**src/design/assert_macros.svh**
```systemverilog
// assertion macros shared by the cache simulator modules
// no dependencies; included by the files that check their own logic
`ifndef ASSERT_MACROS_SVH
`define ASSERT_MACROS_SVH

`ifndef SYNTHESIS

`define SAC_ASSERT(label, clk, rst, prop, msg) \
   label: assert property (@(posedge clk) disable iff (rst) (prop)) else $error(msg);

`define SAC_ASSERT_NEVER(label, clk, rst, expr, msg) \
   label: assert property (@(posedge clk) disable iff (rst) !(expr)) else $error(msg);

`else

`define SAC_ASSERT(label, clk, rst, prop, msg)

`define SAC_ASSERT_NEVER(label, clk, rst, expr, msg)

`endif

`endif

```
**src/design/sac_pkg.sv**
```systemverilog
// types, codes and constants of the set associative cache simulator
// no dependencies; used by sac_ctrl, sac_datapath and the top module
package sac_pkg;

   localparam int ADDR_W = 64;
   localparam int TAG_W = 64;
   localparam int AGE_W = 3;
   localparam logic [AGE_W-1:0] AGE_MAX = 3'd7;
   localparam int CNT_OUT_W = 32;

   localparam int DEF_MAX_SET_BITS = 8;
   localparam int DEF_MAX_WAYS = 8;
   localparam int DEF_COUNT_BITS = 32;

   localparam int SET_BITS_W = 4;
   localparam int WAYS_W = 4;
   localparam int BLOCK_BITS_W = 6;

   localparam logic [SET_BITS_W-1:0] SET_BITS_RESET = 4'd4;
   localparam logic [WAYS_W-1:0] WAYS_RESET = 4'd1;
   localparam logic [BLOCK_BITS_W-1:0] BLOCK_BITS_RESET = 6'd4;

   localparam int PADDR_W = 4;
   localparam int PDATA_W = 32;

   typedef enum logic [1:0] {
      CSR_SET_BITS = 2'd0,
      CSR_WAYS = 2'd1,
      CSR_BLOCK_BITS = 2'd2,
      CSR_SPARE = 2'd3
   } csr_index_type;

   typedef enum logic [1:0] {
      MODE_FETCH = 2'd0,
      MODE_LOAD = 2'd1,
      MODE_STORE = 2'd2,
      MODE_MODIFY = 2'd3
   } mode_type;

   typedef enum logic [1:0] {
      OUTCOME_HIT = 2'd0,
      OUTCOME_FILL = 2'd1,
      OUTCOME_EVICT = 2'd2,
      OUTCOME_NONE = 2'd3
   } outcome_type;

   typedef struct packed {
      logic [SET_BITS_W-1:0] set_bits;
      logic [WAYS_W-1:0] ways;
      logic [BLOCK_BITS_W-1:0] block_bits;
   } cfg_type;

   typedef struct packed {
      logic capture;
      logic lookup;
      logic update;
      logic last;
      logic second;
   } cmd_type;

   typedef struct packed {
      logic out_free;
   } status_type;

endpackage

```
**src/design/sac_ctrl.sv**
```systemverilog
// controller state machine of the cache simulator: sequences lookup and update
// depends on sac_pkg and assert_macros.svh
`include "assert_macros.svh"

module sac_ctrl (
   input  logic                clock,
   input  logic                reset,
   input  logic                req_valid,
   input  logic [1:0]          req_mode,
   output logic                req_stall,
   input  sac_pkg::status_type status,
   output sac_pkg::cmd_type    cmd
);

   typedef enum logic [1:0] {
      ST_IDLE,
      ST_LOOKUP,
      ST_UPDATE,
      ST_SECOND
   } state_type;

   state_type state_ff, state_in;
   logic modify_ff, modify_in;

   always_comb begin
      state_in = state_ff;
      modify_in = modify_ff;
      cmd = '0;
      req_stall = 1'b1;
      case (state_ff)
         ST_IDLE: begin
            req_stall = 1'b0;
            cmd.capture = req_valid;
            if (req_valid && (req_mode != sac_pkg::MODE_FETCH)) begin
               state_in = ST_LOOKUP;
               modify_in = (req_mode == sac_pkg::MODE_MODIFY);
            end
         end
         ST_LOOKUP: begin
            cmd.lookup = 1'b1;
            state_in = ST_UPDATE;
         end
         ST_UPDATE: begin
            if (status.out_free) begin
               cmd.update = 1'b1;
               cmd.last = !modify_ff;
               state_in = modify_ff ? ST_SECOND : ST_IDLE;
            end
         end
         ST_SECOND: begin
            if (status.out_free) begin
               cmd.second = 1'b1;
               state_in = ST_IDLE;
            end
         end
         default: begin
            state_in = ST_IDLE;
         end
      endcase
   end

   always_ff @(posedge clock) begin
      if (reset) begin
         state_ff <= ST_IDLE;
         modify_ff <= 1'b0;
      end else begin
         state_ff <= state_in;
         modify_ff <= modify_in;
      end
   end

   `SAC_ASSERT(a_lookup_then_update, clock, reset, state_ff == ST_LOOKUP |=> state_ff == ST_UPDATE, "lookup not followed by update")
   `SAC_ASSERT(a_second_only_modify, clock, reset, state_ff == ST_SECOND |-> modify_ff, "second word without modify")
   `SAC_ASSERT(a_emit_when_free, clock, reset, (cmd.update || cmd.second) |-> status.out_free, "word emitted into a full output")

endmodule

```
**config.mk**
```make
export PLATFORM = sky130hd
export DESIGN_NAME = sac_ctrl
export DESIGN_NICKNAME = d
export VERILOG_FILES = /design/src/design/sac_pkg.sv /design/src/design/sac_ctrl.sv
export VERILOG_INCLUDE_DIRS = /design/src /design/src/design
export SDC_FILE = /design/constraint.sdc
export NUM_CORES = 1
export LEC_CHECK = 0
export BUFFER_PORTS_ARGS = -buffer_cell sky130_fd_sc_hd__buf_2
export CAP_MARGIN = 10
export CELL_PAD_IN_SITES_DETAIL_PLACEMENT = 0
export CELL_PAD_IN_SITES_GLOBAL_PLACEMENT = 1
export CORE_AREA = 2 2 39 41
export CTS_BUF_LIST = sky130_fd_sc_hd__clkbuf_4
export CTS_CLUSTER_SIZE = 14
export DETAILED_ROUTE_END_ITERATION = 6
export DIE_AREA = 0 0 41 43
export GPL_ROUTABILITY_DRIVEN = 0
export PLACE_DENSITY = 0.5
export SETUP_SLACK_MARGIN = 0.15
export SLEW_MARGIN = 20
export SYNTH_ARGS = -nofsm -noshare
export SYNTH_HDL_FRONTEND = slang
export SYNTH_SLANG_ARGS = --single-unit
```
**constraint.sdc**
```tcl
create_clock -name clock -period 2.1 [get_ports clock]
set_clock_uncertainty 0.15 [all_clocks]
set_input_delay 0 -clock clock [delete_from_list [all_inputs] [get_ports clock]]
set_output_delay 0 -clock clock [all_outputs]
set_load 0.01 [all_outputs]
```
==> metrics.md, run 1 <==
| Metric | Value |
|---|---|
| Status | complete, no violations |
| Die Height | 43 um |
| Top Ports | 12 |
| First-pass GRT wire length | 731 um |
| Routed WL | 487 um |
| Fill cell count | roughly 160 |
| Mapped Area | about 180 um2 |
| Yosys warning count | 0 |
| Diodes inserted | 0 |
| Clk Tree Root Cell | clkbuf_4 |
| RSZ-0062 raised after global routing | false |
| Clock Path Buffers | 2 |
| Post-Syn Nets | 28 |
| Setup Viol. Count Final | 0 |
| Largest net degree at the start of global routing | 9 |
| Detailed placer's ending HPWL | 349 um |
| Setup TNS | 0 ns |
| Clock latency on the worst-skew pair | around 0.23 ns |
| Num CTS Buffers | 3 |
| Vias | 230 |
| Critical Path Fanout Max | 8 |
| Share of cells above drive strength 1 | 45.2% |
| Distinct cells, synth | 16 |
| Crit path kind | flop to flop |
| Layout area overhead | 86.1% |
| Max Freq | between 600 and 700 MHz |
| CTS tree | done |
| Peak VDD IR | around 0.00018 V |
| Worst min-delay path category | input port to flop |
| Period minus WS final | between 1.5 and 2 ns |
| Via-per-instance ratio | 3.97 |
| Area of the multi-input gates | 113 um2 |
| PostCTS Resize Cnt | 0 |
| Core footprint | about 1400 um2 |
| Vias in the first global route | 194 |
| Die ar. | 1760 um2 |
| Register area share after synthesis | between 30% and 40% |
| Overall fraction of global-route tracks in use | 6.61% |
| Hold WS | 0.0592 ns |
| Relative slew slack | 80.4% |
| Initial Util | 13.0% |
| Post-Syn Instances | 22 |
| Most frequent cells in the layout | buf_2 (11), dlygate4sd3_1 (5), clkbuf_4 (4) |
| Row count | 14 |
| Maxcap violations | 0 |
| Clk sinks | 3 |
| H-Tree Level Count | 1 |
| 1st-iter DRT viols | 7 |
| Total power | 217 uW |
| Seq cells post-synth | 3 |
| Critical Path End Type | flop |
| ANT nets after route | 0 |
| Clk slew on worst S/H paths | approximately 0.03 ns |
| Setup crit start kind | flop |
| PwrDens | around 650 nW/um2 |
| DR WL/cell | 8.40 um |
| Endpoints failing hold | 0 |
| Pleak | 0.166 nW |
| Initial antenna violation count | 0 |
| Remaining global-route overflow | 0 |
| Syn Area/Cell | ~8.2 um2 |
| Crit path required time | around 2.1 ns |
| Initial DRT Pass Iterations | 4 |
| Slew @ Worst Pin | between 0.2 and 0.3 ns |
| Max-slew violation count | 0 |
| Final Cycle Share | 78.6% |
| Most common cell after layout, fill and taps aside | buf_2 |
| Fin nets | just under 50 |
| Reg area | roughly 60 um2 |
| Die Width | 41 um |
| WP data arrival | 1.66 ns |
| IO buf count | 11 |
| DRC | 0 |
## path summary, 6_finish.rpt
kind	start	to	slack, ns	cells after the start
worst max-delay path	state_ff[0]$_SDFFE_PP0P_	modify_ff$_SDFFE_PP0P_	0.45	4
worst min-delay path	req_valid	modify_ff$_SDFFE_PP0P_	0.06	4
worst max register to register	state_ff[0]$_SDFFE_PP0P_	modify_ff$_SDFFE_PP0P_	0.45	4
worst min register to register	modify_ff$_SDFFE_PP0P_	modify_ff$_SDFFE_PP0P_	0.45	2
## cells by family after synthesis
| family | share of synthesized area [%] |
|---|---|
| DFF | 33.3 |
| and+or+nand+nor | 43.7 |
| buffers and inverters | 4.17 |
| AOI/OAI and AO/OA | 18.7 |
## critical path, stage by stage (launching register included)
cell,delay (ns)
dfxtp_1,0.38
nor3b_4,0.27
nand3_1,0.10
dlygate4sd3_1,0.56
o2bb2ai_1,0.12
## state kept, by name (all words and copies together), names as in the netlist
register and count:
state_ff 2, modify_ff 1
## power breakdown
part           internal (mW)  switching [mW]  total [mW]  leakage, nW
combinational         0.0223          0.0161      0.0384        0.123
clock                 0.0839          0.0279       0.112       0.0184
sequential            0.0607         0.00603      0.0667       0.0246
## synth_stat cells
cell type / count / area [um2]
nor3b_4: 1 / 18.8
dfxtp_1: 3 / 60.1
nor2b_1: 2 / 12.5
o21ai_2: 1 / 8.76
o2bb2ai_1: 1 / 8.76
nor3_1: 1 / 5.00
and3_2: 1 / 7.51
nand2_1: 1 / 3.75
nand2b_1: 1 / 6.26
nor2_1: 1 / 3.75
a31oi_1: 1 / 6.26
or2_2: 1 / 6.26
inv_1: 2 / 7.51
a21oi_1: 1 / 5.00
o21ai_0: 1 / 5.00
nand3_1: 3 / 15.0
## metrics by stage
stage          worst slack (ns)  area [um2]  utilization, %  std cells
2_1_floorplan             0.983         180               -         22
3_3_place_gp              0.967         255            18.4         49
3_5_place_dp              0.976         255            18.4         49
4_1_cts                   0.444         335            24.2         58
5_1_grt                   0.309         335            24.2         58
6_report                  0.449         335            24.2         58
## repair_timing
item / 4_1_cts / 5_1_grt
hold endpoints to repair: 3 / 0
buffers inserted: 0 / 0
hold buffers: 5 / 0
endpoints found under the setup margin: 0 / 0
## area by class of cell
cell class | instances | area share, %
multi-input cells | 17 | 33.6
repair buffers | 16 | 31.3
flip-flops and latches | 3 | 17.9
clock buffers | 4 | 8.96
well taps | 16 | 5.97
inverters | 2 | 2.24
## per-layer routing
layer | track usage, % | share of wire, %
met1 | 7.99 | 46
met2 | 8.13 | 45
met3 | 3.14 | 8.8
met4 | 6.00 | 0
met5 | 0 | 0
Power figures use the tool's default switching activity.
==> inputs of run 2 (changes only) <==
--- a/config.mk
+++ b/config.mk
@@ -6,6 +6,7 @@
 export SDC_FILE = /design/constraint.sdc
 export NUM_CORES = 1
 export LEC_CHECK = 0
+export ABC_AREA = 1
 export BUFFER_PORTS_ARGS = -buffer_cell sky130_fd_sc_hd__buf_2
 export CAP_MARGIN = 10
 export CELL_PAD_IN_SITES_DETAIL_PLACEMENT = 0
@@ -16,7 +17,7 @@
 export DETAILED_ROUTE_END_ITERATION = 6
 export DIE_AREA = 0 0 41 43
 export GPL_ROUTABILITY_DRIVEN = 0
-export PLACE_DENSITY = 0.5
+export PLACE_DENSITY = 0.54
 export SETUP_SLACK_MARGIN = 0.15
 export SLEW_MARGIN = 20
 export SYNTH_ARGS = -nofsm -noshare
==> constraint.sdc (replaced) <==
create_clock -name clock -period 1.38 [get_ports clock]
set_clock_uncertainty 0.15 [all_clocks]
set_input_delay 0 -clock clock [delete_from_list [all_inputs] [get_ports clock]]
set_output_delay 0 -clock clock [all_outputs]
set_load 0.01 [all_outputs]
==> run 2 against run 1 <==
Net effect: critical path depth up 1; register-to-register slack worse by 0.03 ns; highest routed layer unchanged; die area unchanged; global-route usage up 0.80 points.
==> metrics.md, run 2 <==
| Metric | Value |
|---|---|
| Diodes inserted | 0 (unchanged) |
| Crit path required time | 1.23 ns (-0.88 ns) |
| Clk Tree Root Cell | clkbuf_4 |
| Endpoints failing hold | 0 (unchanged) |
| Total power | 345 uW (+59%) |
| WP data arrival | 1.03 ns (-0.63 ns) |
| Biggest register | state_ff |
| Die Height | 43 um (unchanged) |
| Switching portion of total power | 25.3% (+2.3 points) |
| Seq cells post-synth | 3 (unchanged) |
| DRC | 0 (unchanged) |
| RSZ-0062 raised after global routing | true |
| Syn Area/Cell | 6.09 um2 (-26%) |
| Die Width | 41 um (unchanged) |
| Worst min-delay path category | input port to flop |
| Comb power frac | 21.0% (+3.3 points) |
| Setup ws final | 0.201 ns (-0.249 ns) |
| Initial DRT Pass Iterations | 2 (-2) |
| Setup Viol. Count Final | 0 (unchanged) |
| Maxcap violations | 0 (unchanged) |
| Yosys warning count | 0 (unchanged) |
| Clock Path Buffers | 2 (unchanged) |
| Post-Syn Instances | 30 (+36%) |
| Post-Syn Nets | 36 (+29%) |
| Die ar. | 1760 um2 (unchanged) |
| Overall fraction of global-route tracks in use | 7.41% (+0.80 points) |
| CTS tree | done |
| Peak VDD IR | 0.000416 V (+140%) |
| Most common cell after layout, fill and taps aside | buf_2 |
| Critical Path End Type | output pin |
| Setup WS pre-CTS | 0.406 ns (-0.570 ns) |
| Top Ports | 12 (unchanged) |
| PwrDens | 1010 nW/um2 (+56%) |
| Detailed placer's ending HPWL | 379 um (+8.6%) |
| Remaining global-route overflow | 0 (unchanged) |
| DP Area | 258 um2 (+0.98%) |
| Clock latency on the worst-skew pair | 0.23 ns (about the same) |
| Cells taking the most area after synthesis | dfxtp_1 (33%), inv_1 (16%), nand2_1 (12%) |
| Vias | 251 (+9.1%) |
| Post-synth top area cell | dfxtp_1 |
| Synth top area share | 32.9% (-0.46 points) |
| Asr flop ratio synth | 0% (unchanged) |
| Fin nets | 57 (+16%) |
| Status | complete, no violations |
| Clk slew on worst S/H paths | 0.03 ns (about the same) |
| Hold WS | 0.349 ns (+0.290 ns) |
| Relative slew slack | 90.4% (+10 points) |
| Synth cell count leaders | inv_1 (8), nand2_1 (6), dfxtp_1 (3) |
| Slew @ Worst Pin | 0.142 ns (-0.151 ns) |
| Core footprint | 1380 um2 (unchanged) |
| Final design utilization | 24.8% (+0.54 points) |
| Initial antenna violation count | 0 (unchanged) |
| H-Tree Level Count | 1 (unchanged) |
| Power share of the clock group | 49.7% (-1.8 points) |
| Pleak | 0.188 nW (+13%) |
| Num CTS Buffers | 3 (unchanged) |
| Max Freq | 848 MHz |
| Setup TNS | 0 ns (unchanged) |
| Inst Count DP | 57 (+16%) |
| Register area share after synthesis | 32.9% (-0.46 points) |
| Largest net degree at the start of global routing | 6 (-3) |
| Final Cycle Share | 85.5% |
| 1st-iter DRT viols | 1 (-6) |
| Crit path kind | input port to output pin |
| Int Pwr | 258 uW (+54%) |
| Distinct cells, synth | 12 (-4) |
| First-pass GRT wire length | 848 um (+16%) |
| Share of cells above drive strength 1 | 42.0% (-3.2 points) |
| IO buf count | 11 (unchanged) |
| Cell area after layout | 343 um2 (+2.2%) |
| Row count | 14 (unchanged) |
| Largest regs | state_ff: 2 flops, modify_ff: 1 flops |
| Synth Flop Type | dfxtp_1 |
| Most frequent cell after synthesis | inv_1 |
| Max reg flops | 2 (unchanged) |
| Period minus WS final | roughly 1.2 ns |
| Layout area overhead | 87.7% |
| Via-per-instance ratio | 3.80 (-4.1%) |
| Net switching power figure | 87.4 uW (+75%) |
| EDFF count, synth | 0 (unchanged) |
| Initial Util | 13.2% (+0.18 points) |
| Flop pwr share | 29.2% (-1.6 points) |
| Max-slew violation count | 0 (unchanged) |
| Clk sinks | 3 (unchanged) |
| Mapped Area | 183 um2 (+1.4%) |
| DR WL/cell | 7.67 um (-8.7%) |
| Setup crit start kind | input port |
| Vias in the first global route | 247 (+27%) |
| Critical Path Fanout Max | 4 (-4) |
| Non-filler instance count after layout | 66 (+14%) |
| Most frequent cells in the layout | buf_2 (11), inv_1 (8), nand2_1 (5), dlygate4sd3_1 (5), clkbuf_4 (4) |
| Routed WL | 506 um (+3.9%) |
| ANT nets after route | 0 (unchanged) |
==> run 2: cell type report <==
| cell class | count | area (um2) |
|---|---|---|
| Clock buffer | 4 | 30.0 |
| Fill cell | 155 | 1040 |
| Inverter | 9 | 33.8 |
| Multi-Input combinational cell | 18 | 91.3 |
| Sequential cell | 3 | 62.6 |
| Tap cell | 16 | 20.0 |
| Timing Repair Buffer | 16 | 105 |
==> run 2: worst paths after layout <==
check / startpoint / to / slack (ns) / cells after the start
worst min register to register: modify_ff$_SDFFE_PP0P_ / modify_ff$_SDFFE_PP0P_ / 0.35 / 2
worst min-delay path: reset / modify_ff$_SDFFE_PP0P_ / 0.35 / 3
worst max register to register: state_ff[0]$_SDFFE_PP0P_ / modify_ff$_SDFFE_PP0P_ / 0.42 / 4
worst max-delay path: status / cmd[1] / 0.20 / 5
==> run 2: timing repair <==
action / in CTS / in global routing
buffers inserted: 0 / 0
endpoints found under the setup margin: 0 / 2
gates resized for setup: 0 / 3
hold buffers: 5 / 0
endpoints found under the hold margin: 3 / 0
==> run 2: worst max-delay path: stages <==
cell and delay (ns):
dlygate4sd3_1 0.53, buf_2 0.12, inv_1 0.07, nor3_1 0.16
buf_2 0.15
==> run 2: cell families after synthesis <==
| family | count (synthesis) | share of synthesized area [%] |
|---|---|---|
| buffers and inverters | 9 | 18.5 |
| flip-flops | 3 | 32.9 |
| AO/OA/AOI/OAI | 4 | 14.4 |
| AND/OR/NAND/NOR | 14 | 34.3 |
==> run 2: power by group through the flow <==
| stage | clock [mW] | combinational [mW] | sequential (mW) |
|---|---|---|---|
| after global routing | 0.181 | 0.0815 | 0.102 |
| after detailed placement | 0 | 0.0618 | 0.101 |
| after CTS | 0.179 | 0.0725 | 0.0995 |
| after global placement | 0 | 0.0620 | 0.101 |
| final | 0.171 | 0.0726 | 0.101 |
| after floorplan | 0 | 0.0362 | 0.0996 |
==> run 2: routing by layer <==
metal	routed length, um	global-route usage, %	up-vias
met5	0	0	-
met4	0	6.00	0
met3	26	3.14	0
met2	301	12.5	5
met1	178	6.07	116
li1	-	-	130
